### src/design/sensor_frame_crc_checker_top_defines.svh
// ----------------------------------------------------------------------------
// Sensor frame CRC checker assertion macros
// Shared assertion helpers for the checker RTL. The checks are compiled
// out when SYNTHESIS is defined.
// ----------------------------------------------------------------------------
`ifndef SENSOR_FRAME_CRC_CHECKER_TOP_DEFINES_SVH
`define SENSOR_FRAME_CRC_CHECKER_TOP_DEFINES_SVH

`ifndef SYNTHESIS
// Clocked check that is skipped while reset is high.
`define SFCC_ASSERT(name, clk, rst, prop, msg) \
  name: assert property (@(posedge clk) disable iff (rst) prop) else $error(msg);
// Clocked check that also holds during reset.
`define SFCC_ASSERT_ALWAYS(name, clk, prop, msg) \
  name: assert property (@(posedge clk) prop) else $error(msg);
`else
`define SFCC_ASSERT(name, clk, rst, prop, msg)
`define SFCC_ASSERT_ALWAYS(name, clk, prop, msg)
`endif

`endif

### src/design/sfcc_pkg.sv
// ----------------------------------------------------------------------------
// Sensor frame CRC checker package
// Types, codes and helper functions shared by the checker modules.
// ----------------------------------------------------------------------------
package sfcc_pkg;

  localparam int CFG_INDEX_W = 2;

  // Configuration register indexes.
  localparam logic [CFG_INDEX_W-1:0] CFG_EXPECTED_COMMAND = 2'd0;
  localparam logic [CFG_INDEX_W-1:0] CFG_EXPECTED_LENGTH  = 2'd1;

  localparam logic [7:0] EXPECTED_COMMAND_RESET = 8'h03;
  localparam logic [7:0] EXPECTED_LENGTH_RESET  = 8'h04;

  // CRC-16/Modbus constants.
  localparam logic [15:0] CRC_INIT = 16'hFFFF;
  localparam logic [15:0] CRC_POLY = 16'hA001;

  // Byte positions inside a frame; IDLE means no frame is open.
  localparam logic [3:0] POS_COMMAND  = 4'd0;
  localparam logic [3:0] POS_LENGTH   = 4'd1;
  localparam logic [3:0] POS_HUM_HI   = 4'd2;
  localparam logic [3:0] POS_HUM_LO   = 4'd3;
  localparam logic [3:0] POS_TEMP_HI  = 4'd4;
  localparam logic [3:0] POS_TEMP_LO  = 4'd5;
  localparam logic [3:0] POS_CRC_LO   = 4'd6;
  localparam logic [3:0] POS_CRC_HI   = 4'd7;
  localparam logic [3:0] POS_IDLE     = 4'd8;

  // Result status codes.
  localparam logic [1:0] STATUS_OK          = 2'd0;
  localparam logic [1:0] STATUS_BAD_LENGTH  = 2'd1;
  localparam logic [1:0] STATUS_BAD_CRC     = 2'd2;
  localparam logic [1:0] STATUS_BAD_COMMAND = 2'd3;

  typedef struct packed {
    logic               frame_ok;
    logic [1:0]         status;
    logic signed [15:0] temperature_tenths;
    logic signed [15:0] humidity_tenths;
  } result_t;

  // One byte of CRC-16/Modbus, unrolled over eight bit steps.
  function automatic logic [15:0] crc16_byte(input logic [15:0] crc_in,
                                             input logic [7:0]  data);
    logic [15:0] crc;
    crc = crc_in ^ {8'h00, data};
    for (int k = 0; k < 8; k++) begin
      if (crc[0]) begin
        crc = (crc >> 1) ^ CRC_POLY;
      end else begin
        crc = crc >> 1;
      end
    end
    return crc;
  endfunction

  // Sign-magnitude word to two's complement; minus zero gives zero.
  function automatic logic signed [15:0] sm_to_twos(input logic [15:0] word);
    logic [15:0] mag;
    mag = {1'b0, word[14:0]};
    if (word[15]) begin
      return -$signed(mag);
    end
    return $signed(mag);
  endfunction

endpackage

### src/design/sfcc_frame_parser.sv
// ----------------------------------------------------------------------------
// Sensor frame parser
// Tracks the byte position, runs the CRC over the header and payload bytes,
// captures the fields and builds the result when the last byte arrives.
// ----------------------------------------------------------------------------
`include "sensor_frame_crc_checker_top_defines.svh"

module sfcc_frame_parser (
  input  logic                  clk,
  input  logic                  rst,
  input  logic                  in_valid,
  output logic                  in_stall,
  input  logic [7:0]            rx_byte,
  input  logic                  frame_start,
  input  logic [7:0]            expected_command,
  input  logic [7:0]            expected_length,
  input  logic                  out_hold,
  output logic                  res_valid,
  output sfcc_pkg::result_t     res
);
  import sfcc_pkg::*;

  logic [3:0]  pos;
  logic [3:0]  pos_next;
  logic [15:0] crc;
  logic [15:0] crc_base;
  logic [7:0]  command_seen;
  logic [7:0]  length_seen;
  logic [15:0] humidity_raw;
  logic [15:0] temperature_raw;
  logic [7:0]  crc_low_received;
  logic [3:0]  eff_pos;
  logic        active;
  logic        accept;
  logic [15:0] rx_crc;
  logic [1:0]  status;

  // The last byte of a frame needs the result register; other bytes do not.
  assign in_stall = out_hold && (pos == POS_CRC_HI);
  assign accept   = in_valid && !in_stall;

  // A start flag always opens a new frame at byte zero.
  assign eff_pos  = frame_start ? POS_COMMAND : pos;
  assign active   = frame_start || (pos != POS_IDLE);
  assign crc_base = frame_start ? CRC_INIT : crc;

  always_comb begin
    if (eff_pos == POS_CRC_HI) begin
      pos_next = POS_IDLE;
    end else begin
      pos_next = eff_pos + 4'd1;
    end
  end

  // Position and CRC state.
  always_ff @(posedge clk) begin
    if (rst) begin
      pos <= POS_IDLE;
      crc <= CRC_INIT;
    end else if (accept && active) begin
      pos <= pos_next;
      if (eff_pos < POS_CRC_LO) begin
        crc <= crc16_byte(crc_base, rx_byte);
      end else begin
        crc <= crc_base;
      end
    end
  end

  // Field capture.
  always_ff @(posedge clk) begin
    if (accept && active) begin
      case (eff_pos)
        POS_COMMAND: command_seen          <= rx_byte;
        POS_LENGTH:  length_seen           <= rx_byte;
        POS_HUM_HI:  humidity_raw[15:8]    <= rx_byte;
        POS_HUM_LO:  humidity_raw[7:0]     <= rx_byte;
        POS_TEMP_HI: temperature_raw[15:8] <= rx_byte;
        POS_TEMP_LO: temperature_raw[7:0]  <= rx_byte;
        POS_CRC_LO:  crc_low_received      <= rx_byte;
        default: begin
        end
      endcase
    end
  end

  // Checks in priority order: length, then CRC, then command.
  assign rx_crc = {rx_byte, crc_low_received};

  always_comb begin
    if (length_seen != expected_length) begin
      status = STATUS_BAD_LENGTH;
    end else if (rx_crc != crc) begin
      status = STATUS_BAD_CRC;
    end else if (command_seen != expected_command) begin
      status = STATUS_BAD_COMMAND;
    end else begin
      status = STATUS_OK;
    end
  end

  assign res_valid = accept && active && (eff_pos == POS_CRC_HI);

  always_comb begin
    res.frame_ok = (status == STATUS_OK);
    res.status   = status;
    if (status == STATUS_OK) begin
      res.temperature_tenths = sm_to_twos(temperature_raw);
      res.humidity_tenths    = sm_to_twos(humidity_raw);
    end else begin
      res.temperature_tenths = 16'sd0;
      res.humidity_tenths    = 16'sd0;
    end
  end

  `SFCC_ASSERT_ALWAYS(a_pos_range, clk, rst || (pos <= POS_IDLE), "byte position out of range")
  `SFCC_ASSERT(a_idle_after_result, clk, rst, res_valid |=> pos == POS_IDLE,
               "frame not closed after its result")
  `SFCC_ASSERT(a_failed_values_zero, clk, rst,
               (res_valid && !res.frame_ok) |->
               (res.temperature_tenths == 16'sd0 && res.humidity_tenths == 16'sd0),
               "failed frame carries nonzero values")

endmodule

### src/design/sfcc_result_stage.sv
// ----------------------------------------------------------------------------
// Sensor frame result stage
// Output register that holds one result word until the sink takes it.
// ----------------------------------------------------------------------------
`include "sensor_frame_crc_checker_top_defines.svh"

module sfcc_result_stage (
  input  logic               clk,
  input  logic               rst,
  input  logic               res_valid,
  input  sfcc_pkg::result_t  res,
  output logic               out_hold,
  output logic               out_valid,
  input  logic               out_stall,
  output sfcc_pkg::result_t  out_res
);
  import sfcc_pkg::*;

  logic load;

  assign out_hold = out_valid && out_stall;
  assign load     = res_valid;

  // Valid flag of the output word.
  always_ff @(posedge clk) begin
    if (rst) begin
      out_valid <= 1'b0;
    end else if (load) begin
      out_valid <= 1'b1;
    end else if (!out_stall) begin
      out_valid <= 1'b0;
    end
  end

  // Payload of the output word.
  always_ff @(posedge clk) begin
    if (load) begin
      out_res <= res;
    end
  end

  `SFCC_ASSERT(a_no_overwrite, clk, rst, out_hold |-> !load,
               "result overwrites a word still waiting")
  `SFCC_ASSERT(a_load_shows, clk, rst, load |=> out_valid, "loaded result not shown")
  `SFCC_ASSERT(a_taken_clears, clk, rst, (out_valid && !out_stall && !load) |=> !out_valid,
               "taken word still shown")

endmodule

### src/design/sensor_frame_crc_checker_top.sv
// Latency: a result word is shown the cycle after the last frame byte is taken.
// Throughput: one byte per cycle; only the last byte of a frame waits while
// the previous result is still held in the output register.
// Reset: synchronous, active high; the frame tracker goes idle, the CRC is
// preset and the expected command and length return to 3 and 4.
// ----------------------------------------------------------------------------
// Sensor frame CRC checker
// Checks CRC-16/Modbus framed sensor replies and decodes the readings.
// ----------------------------------------------------------------------------
module sensor_frame_crc_checker_top (
  input  logic                             clk,
  input  logic                             rst,
  input  logic                             in_valid,
  output logic                             in_stall,
  input  logic [7:0]                       rx_byte,
  input  logic                             frame_start,
  output logic                             out_valid,
  input  logic                             out_stall,
  output logic                             frame_ok,
  output logic [1:0]                       status,
  output logic signed [15:0]               temperature_tenths,
  output logic signed [15:0]               humidity_tenths,
  input  logic                             cfg_valid,
  output logic                             cfg_ready,
  input  logic [sfcc_pkg::CFG_INDEX_W-1:0] cfg_index,
  input  logic [7:0]                       cfg_data
);
  import sfcc_pkg::*;

  logic [7:0] expected_command;
  logic [7:0] expected_length;
  logic       out_hold;
  logic       res_valid;
  result_t    res;
  result_t    out_res;

  // Configuration registers; writes to unknown indexes are dropped.
  assign cfg_ready = 1'b1;

  always_ff @(posedge clk) begin
    if (rst) begin
      expected_command <= EXPECTED_COMMAND_RESET;
      expected_length  <= EXPECTED_LENGTH_RESET;
    end else if (cfg_valid && cfg_ready) begin
      case (cfg_index)
        CFG_EXPECTED_COMMAND: expected_command <= cfg_data;
        CFG_EXPECTED_LENGTH:  expected_length  <= cfg_data;
        default: begin
        end
      endcase
    end
  end

  sfcc_frame_parser u_parser (
    .clk              (clk),
    .rst              (rst),
    .in_valid         (in_valid),
    .in_stall         (in_stall),
    .rx_byte          (rx_byte),
    .frame_start      (frame_start),
    .expected_command (expected_command),
    .expected_length  (expected_length),
    .out_hold         (out_hold),
    .res_valid        (res_valid),
    .res              (res)
  );

  sfcc_result_stage u_result (
    .clk       (clk),
    .rst       (rst),
    .res_valid (res_valid),
    .res       (res),
    .out_hold  (out_hold),
    .out_valid (out_valid),
    .out_stall (out_stall),
    .out_res   (out_res)
  );

  assign frame_ok           = out_res.frame_ok;
  assign status             = out_res.status;
  assign temperature_tenths = out_res.temperature_tenths;
  assign humidity_tenths    = out_res.humidity_tenths;

endmodule
### config.mk
export PLATFORM = sky130hd
export DESIGN_NAME = sensor_frame_crc_checker_top
export DESIGN_NICKNAME = d
export VERILOG_FILES = /design/src/design/sfcc_pkg.sv /design/src/design/sfcc_frame_parser.sv /design/src/design/sfcc_result_stage.sv /design/src/design/sensor_frame_crc_checker_top.sv
export VERILOG_INCLUDE_DIRS = /design/src /design/src/design
export SDC_FILE = /design/constraint.sdc
export NUM_CORES = 1
export LEC_CHECK = 0
export ABC_CLOCK_PERIOD_IN_PS = 3300
export BUFFER_PORTS_ARGS = -buffer_cell sky130_fd_sc_hd__buf_2
export CORE_MARGIN = 8
export CORE_UTILIZATION = 58
export CTS_BUF_LIST = sky130_fd_sc_hd__clkbuf_16
export DETAILED_ROUTE_END_ITERATION = 16
export GPL_ROUTABILITY_DRIVEN = 0
export PLACE_DENSITY = 0.79
export SYNTH_ARGS = -nofsm -noshare
export SYNTH_HDL_FRONTEND = slang
export SYNTH_SLANG_ARGS = --single-unit
### constraint.sdc
create_clock -name clk -period 3.3 [get_ports clk]
set_clock_uncertainty 0.2 [all_clocks]
set_input_delay 0.495 -clock clk [delete_from_list [all_inputs] [get_ports clk]]
set_output_delay 0.495 -clock clk [all_outputs]
set_load 0.02 [all_outputs]
==> results.tsv <==
stage	metric	value	unit
worst_setup_path	FF-to-FF setup slack	0.84	ns
clocking	post-CTS setup buffer count	0	
worst_setup_path	Worst Setup SP	u_parser.pos[2]	
sta	Worst Slack Setup Final	0.8399	ns
clocking	CTS Buffer Depth	2	
placement	DPL Wire Length	7525	microns
power_and_ir_drop	Pwr Density	574.5	nW/um^2
status	status	completed	
grt	number of global-route vias before repair	3600	
detailed_routing	# DRC	0	
worst_setup_path	slowest stage delay, CP	0.67	ns
worst_setup_path	critical path, cell by cell	and3_1, nor3b_4, nand2b_4, or2_1, nor2_1, a211o_1	
finish	diode count	0	
logic_synthesis	Post-synth EDFFs	91	
clocking	Root Driver	clkbuf_16	
sta	RSZ-0062 raised after global routing	false	
worst_setup_path	Critical Path Stages	6	
placement	pre-CTS WS	0.7668	ns
clocking	clk_lat worst skew	0.41	ns
power_and_ir_drop	combinational share of power	6.2	%
power_and_ir_drop	Leak	2.710	nW
clocking	hold bufs inserted after CTS	0	
sta	Max Fclk	0.4065	GHz
sta	Final setup viols	0	
logic_synthesis	Async SR Flop Fraction	0	%
finish	Non-Filler Instances	681	
worst_setup_path	CP top delay family	simple AND/OR/NAND/NOR gates	
logic_synthesis	register area share after synthesis	59.75	%
floorplan	row count	36	
logic_synthesis	YS warnings	0	
placement	dpl cells	649	
power_and_ir_drop	Internal Pwr Total	3.109	mW
sta	relative slew slack	43.85	%
worst_setup_path	Required @ worst endpoint	3.39	ns
worst_setup_path	startpoint types	flip-flop	
finish	share of cells above drive strength 1	19.53	%
detailed_routing	wire length on met3	759	microns
power_and_ir_drop	sequential fraction of design power	45.6	%
logic_synthesis	Yosys cell types	52	
finish	Layout area overhead	17.37	%
worst_setup_path	crit path max fanout	26	
floorplan	Core ar.	9774	sq um
detailed_routing	final wirelength	11070	microns
worst_setup_path	R2R Path Start	u_parser.pos[2]	
floorplan	die extent in x	116.1	microns
sta	min cycle time layout	2.460	ns
finish	fillers	690	
finish	layout net count	565	
logic_synthesis	synthesized area per cell	12.34	sq um
min_path	HP Class	in2reg	
logic_synthesis	mapped cell area	5813	sq um
grt	largest net degree at the start of global routing	38	
power_and_ir_drop	sw power	0.8107	mW
logic_synthesis	Synth Flop Type	edfxtp_1	
worst_setup_path	Critical Path Sink Type	flip-flop	
detailed_routing	Iter 0 DRT Violations	150	
detailed_routing	first-pass iteration count of the detailed router	4	
sta	period utilization	74.55	%
floorplan	chip height	116.1	microns
detailed_routing	wire length on met1	4760	microns
worst_setup_path	Critical Path End	u_parser.crc[12]	
placement	I/O Buffers	60	
logic_synthesis	Cells after Synth	471	
sta	Worst-Margin Slew	0.8422	ns
grt	initial antenna violation count	0	
power_and_ir_drop	VDD IR-drop max	0.3789	mV
sta	Pins Over Slew Limit	0	
worst_setup_path	Crit path buffers/inverters	0	
logic_synthesis	Yosys reg bits	128	
grt	first-pass GRT wire length	18310	microns
grt	total grt overflow	0	
clocking	post-CTS sizing	0	
power_and_ir_drop	clock network power share	48.1	%
clocking	clock slew at reported path FFs	0.05	ns
detailed_routing	Routed wire per std cell	16.26	microns
worst_setup_path	CP max-delay cell	or2_1	
worst_setup_path	cells on worst reg2reg path	6	
floorplan	die area	13480	sq um
detailed_routing	vias per cell	5.345	
clocking	CTS tree	built	
worst_setup_path	kind of critical path	reg2reg	
sta	Setup TNS	0	ns
finish	Core Util, Final	69.80	%
detailed_routing	WL met2	5388	microns
clocking	clock sink total	128	
clocking	htree depth	4	
floorplan	Initial Util	59.47	%
job	Max-cap violations	0	
sta	WHS	0.1075	ns
grt	gr usage total	17.71	%
power_and_ir_drop	Sw Share	20.68	%
worst_setup_path	RR Endpoint	u_parser.crc[12]	
clocking	CTS buffer count	17	
min_path	worst hold stages	2	
detailed_routing	final antenna-violating net count	0	
detailed_routing	Max Used Layer	met4	
detailed_routing	routed vias	3640	
worst_setup_path	arrival time at the worst endpoint	2.55	ns
logic_synthesis	syn_nets	501	
floorplan	IO Count	62	
sta	final hold vios	0	
-- power by group through the flow --
stage | combinational, mW | sequential [mW] | clock [mW]
2_1_floorplan | 0.187 | 1.81 | 0
4_1_cts | 0.248 | 1.79 | 1.90
5_1_grt | 0.272 | 1.79 | 1.97
3_5_place_dp | 0.244 | 1.82 | 0
6_report | 0.245 | 1.79 | 1.89
3_3_place_gp | 0.235 | 1.82 | 0
-- per-stage QoR --
step                      area (sq um)  power, mW
after floorplan                   5813      1.994
after global placement            6221      2.053
after detailed placement          6221      2.063
after CTS                         6823      3.937
after global routing              6823      4.035
final                             6823      3.920
-- synth_stat cells, types with 3 or more instances --
cell,count,area share (%)
a211o_1,11,1.7
nand3b_1,3,0.39
nand4_1,6,0.65
nor3_1,11,0.95
o21ai_1,9,0.77
mux2i_1,15,2.6
buf_4,3,0.39
xnor2_1,39,5.9
nor2b_1,4,0.43
nand2_1,12,0.77
buf_2,3,0.26
edfxtp_1,91,47
inv_1,9,0.58
nand2b_1,5,0.54
dfxtp_1,37,13
and2_1,7,0.75
a21oi_1,6,0.52
o21bai_1,5,0.65
o31ai_1,6,0.77
o21ai_0,5,0.43
nor2_1,83,5.4
ha_1,6,1.3
clkbuf_1,8,0.52
xor2_1,44,6.6
nor4_1,5,0.54
o41ai_2,4,1.1
buf_1,3,0.19
-- worst register-to-register path: stages (launching register included) --
cell	delay [ns]
dfxtp_1	0.43
and3_1	0.21
nor3b_4	0.22
nand2b_4	0.20
or2_1	0.67
nor2_1	0.13
a211o_1	0.30
-- logic make-up after synthesis --
kind of cell	synth area share, %
AOI/OAI and AO/OA	6.823
xor gates and xnor gates	13.97
adders and majority gates	1.291
buffers and inverters	2.389
DFF	59.75
muxes	2.583
other	0.06451
and+or+nand+nor	13.13
-- registers in the layout, indices dropped and copies added, names as in the netlist --
name / count
expected_command: 8
expected_length: 8
u_parser.command_seen: 8
u_parser.crc: 16
u_parser.crc_low_received: 8
u_parser.humidity_raw: 16
u_parser.length_seen: 8
u_parser.pos: 4
u_parser.temperature_raw: 16
u_result.out_res: 35
u_result.out_valid: 1
-- cell usage in the layout, fill, tap and decap left out, types with 3 or more instances in the layout --
| master | n |
|---|---|
| a211o_1 | 11 |
| a21oi_1 | 6 |
| and2_1 | 7 |
| buf_2 | 60 |
| buf_4 | 3 |
| bufinv_16 | 4 |
| clkbuf_16 | 17 |
| clkinv_1 | 3 |
| dfxtp_1 | 37 |
| edfxtp_1 | 91 |
| ha_1 | 6 |
| inv_1 | 12 |
| mux2i_1 | 15 |
| nand2_1 | 12 |
| nand2b_1 | 5 |
| nand3b_1 | 3 |
| nand4_1 | 6 |
| nor2_1 | 83 |
| nor2b_1 | 4 |
| nor3_1 | 11 |
| nor4_1 | 5 |
| o21ai_0 | 5 |
| o21ai_1 | 9 |
| o21bai_1 | 5 |
| o31ai_1 | 6 |
| o41ai_2 | 4 |
| xnor2_1 | 39 |
| xor2_1 | 44 |
-- metal layers --
metal  global-route usage, %  up-vias
li1                        -     1785
met1                   22.09     1729
met2                   29.33      112
met3                   4.033       14
met4                   6.914        0
met5                       0        -
-- worst min path at each step --
stage,slack [ns],endpoint,start
3_3_place_gp,0.29,expected_length[2],expected_length[2]
5_1_grt,0.10,expected_command[0],cfg_data[0]
4_1_cts,0.1,expected_command[0],cfg_data[0]
2_1_floorplan,0.26,expected_length[2],expected_length[2]
6_report,0.11,expected_command[0],cfg_data[0]
3_5_place_dp,0.30,u_parser.crc[11],u_parser.crc[11]
-- layout make-up --
class	count	area (sq um)	area share, %
Multi-Input combinational cell	314	2201	32.26
Timing Repair Buffer	64	342.8	5.025
Tap cell	133	166.4	2.439
Sequential cell	128	3473	50.91
Clock inverter	15	176.4	2.586
Clock buffer	17	425.4	6.235
Inverter	10	37.54	0.5502
Note: power is estimated with default switching activity, not from simulation.
